### config.mk
export PLATFORM = sky130hd
export DESIGN_NAME = sparse_vector_merge_add_unit
export DESIGN_NICKNAME = d
export VERILOG_FILES = /design/src/rtl/core/svma_pkg.sv /design/src/rtl/core/sparse_vector_merge_add_unit.sv /design/src/rtl/core/svma_ctrl.sv /design/src/rtl/core/svma_datapath.sv
export SDC_FILE = /design/constraint.sdc
export NUM_CORES = 2
export LEC_CHECK = 0
export BUFFER_PORTS_ARGS = -buffer_cell sky130_fd_sc_hd__clkbuf_2
export CORE_MARGIN = 4
export CORE_UTILIZATION = 40
export CTS_CLUSTER_DIAMETER = 50
export DETAILED_ROUTE_END_ITERATION = 10
export HOLD_SLACK_MARGIN = 0.08
export MAX_ROUTING_LAYER = met4
export PLACE_DENSITY = 0.55
export RECOVER_POWER = 25
export SYNTH_ARGS = -nofsm -noshare
export SYNTH_HDL_FRONTEND = slang
export SYNTH_SLANG_ARGS = --single-unit
### constraint.sdc
create_clock -name clk -period 9.3 [get_ports clk]
set_input_delay 0.465 -clock clk [delete_from_list [all_inputs] [get_ports clk]]
set_output_delay 0.465 -clock clk [all_outputs]
set_load 0.02 [all_outputs]
### src/rtl/core/svma_pkg.sv
package svma_pkg;

  localparam int DEPTH   = 16;
  localparam int IDX_W   = (DEPTH > 1) ? $clog2(DEPTH) : 1;
  localparam int CNT_W   = $clog2(DEPTH + 1);
  localparam int VALUE_W = 32;
  localparam int POS_W   = 16;

  typedef enum logic [1:0] {
    ACT_LOAD_A = 2'd0,
    ACT_LOAD_B = 2'd1,
    ACT_RUN    = 2'd2,
    ACT_NONE   = 2'd3
  } action_t;

  typedef enum logic [1:0] {
    ST_IDLE,
    ST_MERGE,
    ST_FLUSH
  } state_t;

  typedef struct packed {
    logic load_a;
    logic load_b;
    logic begin_run;
    logic step;
    logic flush;
  } svma_cmd_t;

  typedef struct packed {
    logic merge_done;
  } svma_status_t;

endpackage

### src/rtl/core/sparse_vector_merge_add_unit.sv
// A load beat leaves busy low, and the next beat may follow at once.
// A run beat holds busy through the merge steps (at most count A + count B), the done check and the flush.
// One merge step per cycle compares the two list heads; each kept result waits in a pending register until the next.
// The final beat (last, with empty_res also set when nothing survives) comes in the same cycle that busy falls.
// Synchronous reset empties both lists and returns to idle; stored entries are not cleared.
// Result beats are shown for one cycle each on strobe, since the receiver cannot stall.
module sparse_vector_merge_add_unit (
  input  logic                                clk,
  input  logic                                rst,
  input  logic                                start,
  output logic                                busy,
  input  logic        [1:0]                   action,
  input  logic signed [svma_pkg::VALUE_W-1:0] entry_value,
  input  logic        [svma_pkg::POS_W-1:0]   entry_position,
  output logic                                strobe,
  output logic signed [svma_pkg::VALUE_W-1:0] out_value,
  output logic        [svma_pkg::POS_W-1:0]   out_position,
  output logic                                last,
  output logic                                empty_res
);
  import svma_pkg::*;

  svma_cmd_t    cmd;
  svma_status_t status;

  svma_ctrl u_ctrl (
    .clk    (clk),
    .rst    (rst),
    .start  (start),
    .action (action_t'(action)),
    .status (status),
    .cmd    (cmd),
    .busy   (busy)
  );

  svma_datapath u_datapath (
    .clk            (clk),
    .rst            (rst),
    .cmd            (cmd),
    .entry_value    (entry_value),
    .entry_position (entry_position),
    .status         (status),
    .strobe         (strobe),
    .out_value      (out_value),
    .out_position   (out_position),
    .last           (last),
    .empty_res      (empty_res)
  );

endmodule

### src/rtl/core/svma_ctrl.sv
module svma_ctrl (
  input  logic                  clk,
  input  logic                  rst,
  input  logic                  start,
  input  svma_pkg::action_t     action,
  input  svma_pkg::svma_status_t status,
  output svma_pkg::svma_cmd_t   cmd,
  output logic                  busy
);
  import svma_pkg::*;

  state_t state;
  state_t state_next;

  always_ff @(posedge clk) begin
    if (rst) begin
      state <= ST_IDLE;
    end else begin
      state <= state_next;
    end
  end

  always_comb begin
    state_next = state;
    cmd        = '0;
    busy       = 1'b1;
    unique case (state)
      ST_IDLE: begin
        busy = 1'b0;
        if (start) begin
          unique case (action)
            ACT_LOAD_A: cmd.load_a = 1'b1;
            ACT_LOAD_B: cmd.load_b = 1'b1;
            ACT_RUN: begin
              cmd.begin_run = 1'b1;
              state_next    = ST_MERGE;
            end
            default: ;
          endcase
        end
      end
      ST_MERGE: begin
        if (status.merge_done) begin
          state_next = ST_FLUSH;
        end else begin
          cmd.step = 1'b1;
        end
      end
      ST_FLUSH: begin
        cmd.flush  = 1'b1;
        state_next = ST_IDLE;
      end
      default: state_next = ST_IDLE;
    endcase
  end

endmodule

### src/rtl/core/svma_datapath.sv
module svma_datapath (
  input  logic                                clk,
  input  logic                                rst,
  input  svma_pkg::svma_cmd_t                 cmd,
  input  logic signed [svma_pkg::VALUE_W-1:0] entry_value,
  input  logic        [svma_pkg::POS_W-1:0]   entry_position,
  output svma_pkg::svma_status_t              status,
  output logic                                strobe,
  output logic signed [svma_pkg::VALUE_W-1:0] out_value,
  output logic        [svma_pkg::POS_W-1:0]   out_position,
  output logic                                last,
  output logic                                empty_res
);
  import svma_pkg::*;

  logic [VALUE_W-1:0] a_values    [DEPTH];
  logic [POS_W-1:0]   a_positions [DEPTH];
  logic [VALUE_W-1:0] b_values    [DEPTH];
  logic [POS_W-1:0]   b_positions [DEPTH];

  logic [CNT_W-1:0] count_a;
  logic [CNT_W-1:0] count_b;
  logic [CNT_W-1:0] ia;
  logic [CNT_W-1:0] ib;

  logic               pend_valid;
  logic [VALUE_W-1:0] pend_value;
  logic [POS_W-1:0]   pend_position;

  logic               a_avail;
  logic               b_avail;
  logic [VALUE_W-1:0] a_val;
  logic [POS_W-1:0]   a_pos;
  logic [VALUE_W-1:0] b_val;
  logic [POS_W-1:0]   b_pos;
  logic               take_a;
  logic               take_b;
  logic [VALUE_W-1:0] cand_value;
  logic [POS_W-1:0]   cand_position;
  logic               cand_keep;

  always_comb begin
    a_avail = (ia < count_a);
    b_avail = (ib < count_b);
    a_val   = a_values[ia[IDX_W-1:0]];
    a_pos   = a_positions[ia[IDX_W-1:0]];
    b_val   = b_values[ib[IDX_W-1:0]];
    b_pos   = b_positions[ib[IDX_W-1:0]];
    take_a  = a_avail && (!b_avail || (a_pos <= b_pos));
    take_b  = b_avail && (!a_avail || (b_pos <= a_pos));
    if (take_a && take_b) begin
      cand_value    = a_val + b_val;
      cand_position = a_pos;
      cand_keep     = (cand_value != '0);
    end else if (take_a) begin
      cand_value    = a_val;
      cand_position = a_pos;
      cand_keep     = 1'b1;
    end else begin
      cand_value    = b_val;
      cand_position = b_pos;
      cand_keep     = take_b;
    end
    status.merge_done = !a_avail && !b_avail;
  end

  always_ff @(posedge clk) begin
    if (cmd.load_a && (count_a < CNT_W'(DEPTH))) begin
      a_values[count_a[IDX_W-1:0]]    <= entry_value;
      a_positions[count_a[IDX_W-1:0]] <= entry_position;
    end
    if (cmd.load_b && (count_b < CNT_W'(DEPTH))) begin
      b_values[count_b[IDX_W-1:0]]    <= entry_value;
      b_positions[count_b[IDX_W-1:0]] <= entry_position;
    end
  end

  always_ff @(posedge clk) begin
    if (rst) begin
      count_a    <= '0;
      count_b    <= '0;
      ia         <= '0;
      ib         <= '0;
      pend_valid <= 1'b0;
      strobe     <= 1'b0;
    end else begin
      strobe <= 1'b0;
      if (cmd.load_a && (count_a < CNT_W'(DEPTH))) begin
        count_a <= count_a + 1'b1;
      end
      if (cmd.load_b && (count_b < CNT_W'(DEPTH))) begin
        count_b <= count_b + 1'b1;
      end
      if (cmd.begin_run) begin
        ia         <= '0;
        ib         <= '0;
        pend_valid <= 1'b0;
      end
      if (cmd.step) begin
        if (take_a) begin
          ia <= ia + 1'b1;
        end
        if (take_b) begin
          ib <= ib + 1'b1;
        end
        if (cand_keep) begin
          pend_valid <= 1'b1;
          strobe     <= pend_valid;
        end
      end
      if (cmd.flush) begin
        strobe     <= 1'b1;
        pend_valid <= 1'b0;
        count_a    <= '0;
        count_b    <= '0;
      end
    end
  end

  always_ff @(posedge clk) begin
    if (cmd.step && cand_keep) begin
      pend_value    <= cand_value;
      pend_position <= cand_position;
      out_value     <= pend_value;
      out_position  <= pend_position;
      last          <= 1'b0;
      empty_res     <= 1'b0;
    end
    if (cmd.flush) begin
      out_value     <= pend_valid ? pend_value : '0;
      out_position  <= pend_valid ? pend_position : '0;
      last          <= 1'b1;
      empty_res     <= !pend_valid;
    end
  end

  a_empty_is_last: assert property (@(posedge clk) disable iff (rst)
    strobe && empty_res |-> last)
    else $error("empty result without last");

  a_empty_is_zero: assert property (@(posedge clk) disable iff (rst)
    strobe && empty_res |-> (out_value == '0) && (out_position == '0))
    else $error("empty result carries data");

  a_flush_emits: assert property (@(posedge clk) disable iff (rst)
    cmd.flush |=> strobe && last && (count_a == '0) && (count_b == '0))
    else $error("flush did not emit the final beat or clear the lists");

  a_count_bound: assert property (@(posedge clk) disable iff (rst)
    (count_a <= CNT_W'(DEPTH)) && (count_b <= CNT_W'(DEPTH)))
    else $error("list count beyond depth");

  a_index_bound: assert property (@(posedge clk) disable iff (rst)
    cmd.step |-> (ia <= count_a) && (ib <= count_b))
    else $error("merge index passed list end");

endmodule
Word level (Yosys, flattened, before mapping). Memories as Yosys holds them, arrays and structs flattened. A register that Yosys moved wholly into a read port is not among the register bits. Cells that the tools add are included.

Register bits after elaboration: 122. Memory bits (writable): 1536. Input port bits: 53. Output and inout port bits: 52. Logic and storage cells: 100. Memories: 4.

Add/subtract/negate cells: 5. Magnitude comparators: 6. Equal/unequal tests: 7. Mux-type cells: 47. Reduce and logical (&&, ||, !) cells: 18.

Memories: u_datapath.a_values (words 16, bits a word 32, read ports 1, clocked after memory_dff 1, write ports 1, line svma_datapath.sv:16) `logic [VALUE_W-1:0] a_values [DEPTH];`; u_datapath.b_values (words 16, bits a word 32, read ports 1, clocked after memory_dff 1, write ports 1, line svma_datapath.sv:18) `logic [VALUE_W-1:0] b_values [DEPTH];`; u_datapath.a_positions (words 16, bits a word 16, read ports 1, clocked after memory_dff 1, write ports 1, line svma_datapath.sv:17) `logic [POS_W-1:0] a_positions [DEPTH];`; u_datapath.b_positions (words 16, bits a word 16, read ports 1, clocked after memory_dff 1, write ports 1, line svma_datapath.sv:19) `logic [POS_W-1:0] b_positions [DEPTH];`.

Operator list (number): $mux W32 (5); $mux W16 (5); $add A32 B32 Y32 (1); $le A16 B16 Y1 (2); $reduce_bool A32 Y1 (1); $mux W5 (6); $mux W1 (21); $add A5 B1 Y5 const B (4); $mux W4 (4); $lt A5 B5 Y1 (2); $lt A5 B5 Y1 const B (2); $logic_and A1 B1 Y1 (7); $mux W2 (3); $mux W3 (2); $ne A2 B2 Y1 const B (3); $eq A2 B1 Y1 const B (2); $eq A2 B2 Y1 const B (2); $logic_not A2 Y1 (2); $pmux W2 S2 (1); $logic_not A1 Y1 (3); $reduce_and A3 Y1 (1); $logic_or A1 B1 Y1 (2); $reduce_bool A2 Y1 (1); $reduce_or A2 Y1 (1).

Logic depth before layout (Yosys ltp).
Depth in word-level cells: 9. Mapped depth: 18. Depth with buffers taken out: 13.

Hierarchy. Synthesis repeated with hierarchy kept, for this count alone.

Cells, all modules: 3013. Area total of the unflattened synthesis: 65791.8 µm².

Modules (own cells, without submodules): svma_datapath (times used 1, cells an instance 3000, area each 65656.7 µm², sequential area each 49497.5 µm²); svma_ctrl (times used 1, cells an instance 13, area each 135.1 µm², sequential area each 40.0 µm²).

Least setup slack after synthesis. Ideal clock, no wire load.

Kind: register -> register. Start: register u_datapath.ib[0]. End: register u_datapath.empty_res (enable). Setup time: 0.462 ns. Arrival: 7.232 ns. Data required time: 8.838 ns. Path slack: 1.607 ns. Stages on the path, launching flop included: 17. Buffers on the path: 3. Period minus slack after synthesis: 7.693 ns. Cell sequence: dfxtp_1 clkbuf_1 clkbuf_1 buf_1 mux4_2 mux4_2 ha_1 fa_1 a21o_1 a221o_1 a21o_1 nor4b_4 or2_2 mux2i_1 o2111a_1 and4b_2 o21ai_1.

Cells in the longest elaborated chain, start to end: 8. Elaborated cells on any way between the ends: 13. Classes of those cells: order compare: 1; mux: 4; reduce/logical: 8.

Ends and longest elaborated chain: start: declaration (line svma_datapath.sv:24) `logic [CNT_W-1:0] ib;`; start signal: assignment (line svma_datapath.sv:104) `ib <= ib + 1'b1;`; $lt A5 B5 Y1 (*) (line svma_datapath.sv:44) `b_avail = (ib < count_b);`; $logic_not A1 Y1 (line svma_datapath.sv:49, svma_datapath.sv:64); $logic_or A1 B1 Y1 (line svma_datapath.sv:49) `take_a = a_avail && (!b_avail || (a_pos <= b_pos));`; $logic_and A1 B1 Y1 (line svma_datapath.sv:49); $mux W1 or $logic_and A1 B1 Y1 (tied branches) (line svma_datapath.sv:55, svma_datapath.sv:51); $mux W1 (line svma_datapath.sv:51) `if (take_a && take_b) begin`; $logic_and A1 B1 Y1 (*) (line svma_datapath.sv:121) `if (cmd.step && cand_keep) begin`; $reduce_bool A2 Y1 (no line) (*); end signal: assignment (line svma_datapath.sv:133) `empty_res <= !pend_valid;`; end: declaration (line svma_datapath.sv:12) `output logic empty_res`.

Mark *: on every way between the ends. The rest lies on a longest branch, timed or not. A chain may end at the register's enable or synchronous reset.

Worst setup path in the final report.
Start: register u_datapath.ia[0]. End: register u_datapath.out_value[12] (netlist bit) (enable).

Cells in the longest elaborated chain, start to end: 8. Elaborated cells on any way between the ends: 13. Classes of those cells: order compare: 1; mux: 4; reduce/logical: 8.

Ends and longest elaborated chain: start: declaration (line svma_datapath.sv:23) `logic [CNT_W-1:0] ia;`; start signal: assignment (line svma_datapath.sv:101) `ia <= ia + 1'b1;`; $lt A5 B5 Y1 (*) (line svma_datapath.sv:43) `a_avail = (ia < count_a);`; $logic_not A1 Y1 (line svma_datapath.sv:50, svma_datapath.sv:64); $logic_or A1 B1 Y1 (line svma_datapath.sv:50) `take_b = b_avail && (!a_avail || (b_pos <= a_pos));`; $logic_and A1 B1 Y1 (line svma_datapath.sv:50); $mux W1 or $logic_and A1 B1 Y1 (tied branches) (line svma_datapath.sv:55, svma_datapath.sv:51); $mux W1 (line svma_datapath.sv:51); $logic_and A1 B1 Y1 (*) (line svma_datapath.sv:121); $reduce_bool A2 Y1 (no line) (*); end signal: assignment (line svma_datapath.sv:124) `out_value <= pend_value;`; end signal: assignment (line svma_datapath.sv:130) `out_value <= pend_valid ? pend_value : '0;`; end: declaration (line svma_datapath.sv:9) `output logic signed [svma_pkg::VALUE_W-1:0] out_value,`.

Marked as above.

==> metrics.txt <==
status finished clean; gr ovfl total 0; Clock Sinks 1,658; Post-Syn Area 65,630 sq um; Final Hold Viols 0; Reg2Reg Setup Slack 2.29 ns; Slew HR 7.300%; number of global-route vias before repair 32,861; Post-Syn Instances 3,005; first-pass GRT wire length 244,600 um; final net count 3,333; RSZ-0062 raised after global routing false; Post-CTS Setup Bufs 0; drt initial violations 3,325; Primary FF master, synth edfxtp_1; chip width 413.1 um; final setup fails 0; critical path fanouts, max 46; highest clock rate 0.1427 GHz; Routability Congestion 0.8935; boundary pin count 105; Initial Utilization 40.28%; Data required, critical path 9.74 ns; Synth Net Count 3,124; sequential-to-total area share from yosys stat 75.48%; Area Overhead vs Synth 14.49%; Tcrit/Tclk final 75.34%; flops & latches, synth 1,658; syn avg cell area 21.84 sq um; H-tree levels 4; CP Class flop to flop; R2R depth 13; initial antenna violation count 8; largest net degree at the start of global routing 51; IO Port Bufs 104; Routed WL per cell 31.17 um; hold slack 0.2564 ns; register area 49,570 sq um; CTS-repair resized insts 0; DP Wirelength 98,950 um; DIE HEIGHT 413.1 um; # DRC 0; VDD IR max 0.1672 mV; vias post-DR 31,828; Worst setup EP type flop; Post-synth EDFFs 1,633; core area 163,000 sq um; drt first pass iters 5; Die Area 170,600 sq um; share of flip-flops with an asynchronous set or reset 0%; final wirelength 172,600 um; Cell Pwr Density 208.8 nW/um^2; CTS tree yes; Placement Rows 148; final instance area 75,140 sq um; CTS clk-pin slew, worst paths 0.06 ns; Pleak 22.99 nW; Worst Hold Depth 4; Synthesis Warnings 0; Worst-Margin Slew 1.391 ns; Clock Latency Late Sink 0.82 ns; TNS Setup 0 ns; Slew Viols, Final 0; Hold Path Class primary input to flop; clock root buffer clkbuf_16; CTS buffer count 181; multi-input logic area 15,640 sq um; Worst setup SP type flop; Critical Path AT 7.45 ns; Vias/cell 5.747; Hold-fix buffers, CTS 1; Max Clock Skew 0.05061 ns; distinct cell type count of the synthesized netlist 66; maxcap violations 0; Clock Tree Buf Depth 3; share of layout cells above drive strength 1 28.21%; Final min period 7.007 ns; fill count 13,505; GR Util All Layers 20.95%; post-route ant nets 0; Post-Place Cell Area 69,250 sq um
## cell type report
class | count | area share [%]
diodes | 2 | 0.006660
clock buffers | 220 | 6.251
clock inverters | 110 | 1.625
inverters | 38 | 0.1898
multi-input cells | 1157 | 20.81
flip-flops and latches | 1658 | 65.97
well taps | 2175 | 3.622
repair buffers | 178 | 1.532
## cells by family (layout without fill, tap and decap cells)
family	Yosys count	in the layout	synth area share [%]
simple gates	314	314	2.434
compound gates	228	228	2.227
xor+xnor	21	21	0.2802
flops	1658	1658	75.48
other cells	0	2	0
buf+inv	190	546	1.102
mux	528	528	17.21
fa+ha+maj	66	66	1.270
## synth_stat cells (12+ instances only)
library cell  number  area share [%]
a31oi_1           12            0.11
nand2_1           73            0.42
buf_1             36            0.21
nor3_1            19            0.14
xnor2_1           15            0.20
nor2_1            78            0.45
clkbuf_1         110            0.63
inv_1             38            0.22
a21oi_1           78            0.59
dfxtp_1           25            0.76
nand3_1           18            0.14
ha_1              65             1.2
mux2i_1           45            0.69
mux4_2           480              16
nor2b_1           52            0.50
a21o_1            24            0.27
edfxtp_1        1633              75
o21ai_0           44            0.34
nand4_1           18            0.17
## stage by stage
stage / worst slack [ns] / power (mW) / cells / util [%]
global route: 1.898 / 16.20 / 5538 / 46.11
global placement: 2.278 / 8.808 / 5205 / 42.50
CTS: 2.223 / 15.85 / 5536 / 46.13
floorplan: 1.607 / 8.611 / 3005 / -
detailed placement: 2.263 / 8.824 / 5205 / 42.50
finish: 2.293 / 15.69 / 5538 / 46.11
## placed cells by master, fill, tap and decap left out, types with 51 or more instances in the layout
cell type / netlist / final
clkbuf_2: 0 / 72
nand2_1: 73 / 73
ha_1: 65 / 65
edfxtp_1: 1633 / 1633
a21oi_1: 78 / 78
clkbuf_1: 110 / 70
mux4_2: 480 / 480
nor2b_1: 52 / 52
nor2_1: 78 / 51
buf_4: 1 / 64
clkbuf_16: 0 / 182
## flip-flops by register name, summed over array words and instances, names as in the netlist
signal and flops:
u_datapath.a_values 512, u_datapath.ib 5, u_datapath.b_positions 256, u_datapath.last 1, u_datapath.pend_position 16, u_datapath.pend_valid 1, u_datapath.out_position 16, u_datapath.out_value 32
u_datapath.b_values 512, u_datapath.a_positions 256, u_datapath.pend_value 32, u_datapath.empty_res 1, u_ctrl.state 2, u_datapath.ia 5, u_datapath.count_b 5, u_datapath.strobe 1
u_datapath.count_a 5
## routing by layer
layer,share of wire [%],GRT usage [%]
met5,0,-
met4,3.1,6.662
met1,42,27.85
met3,5.0,3.077
met2,50,33.62
## worst max-delay path, stage by stage, from the launching register on
cell and delay [ns]:
dfxtp_4 0.90, buf_12 0.40, mux4_2 0.58, mux4_2 0.56
ha_1 0.46, a21oi_1 0.40, o21ai_0 0.29, o211ai_1 0.25
a21oi_1 0.15, a221oi_1 0.88, xnor2_1 0.16, and4b_2 0.35
o21ai_4 0.42, buf_4 0.60
## path summary, 6_finish.rpt
check                   startpoint                        to
min                      action[0]     u_datapath.count_a[0]
max               u_datapath.ia[0]  u_datapath.out_value[12]
min reg2reg  u_datapath.count_b[4]     u_datapath.count_b[4]
max reg2reg       u_datapath.ia[0]  u_datapath.out_value[12]
## where the power goes
| group | internal, mW | switching (mW) |
|---|---|---|
| Sequential | 8.24 | 0.0144 |
| Clock | 4.04 | 2.98 |
| Combinational | 0.120 | 0.293 |
| Total | 12.4 | 3.29 |
Note: power is estimated with default switching activity, not from simulation.
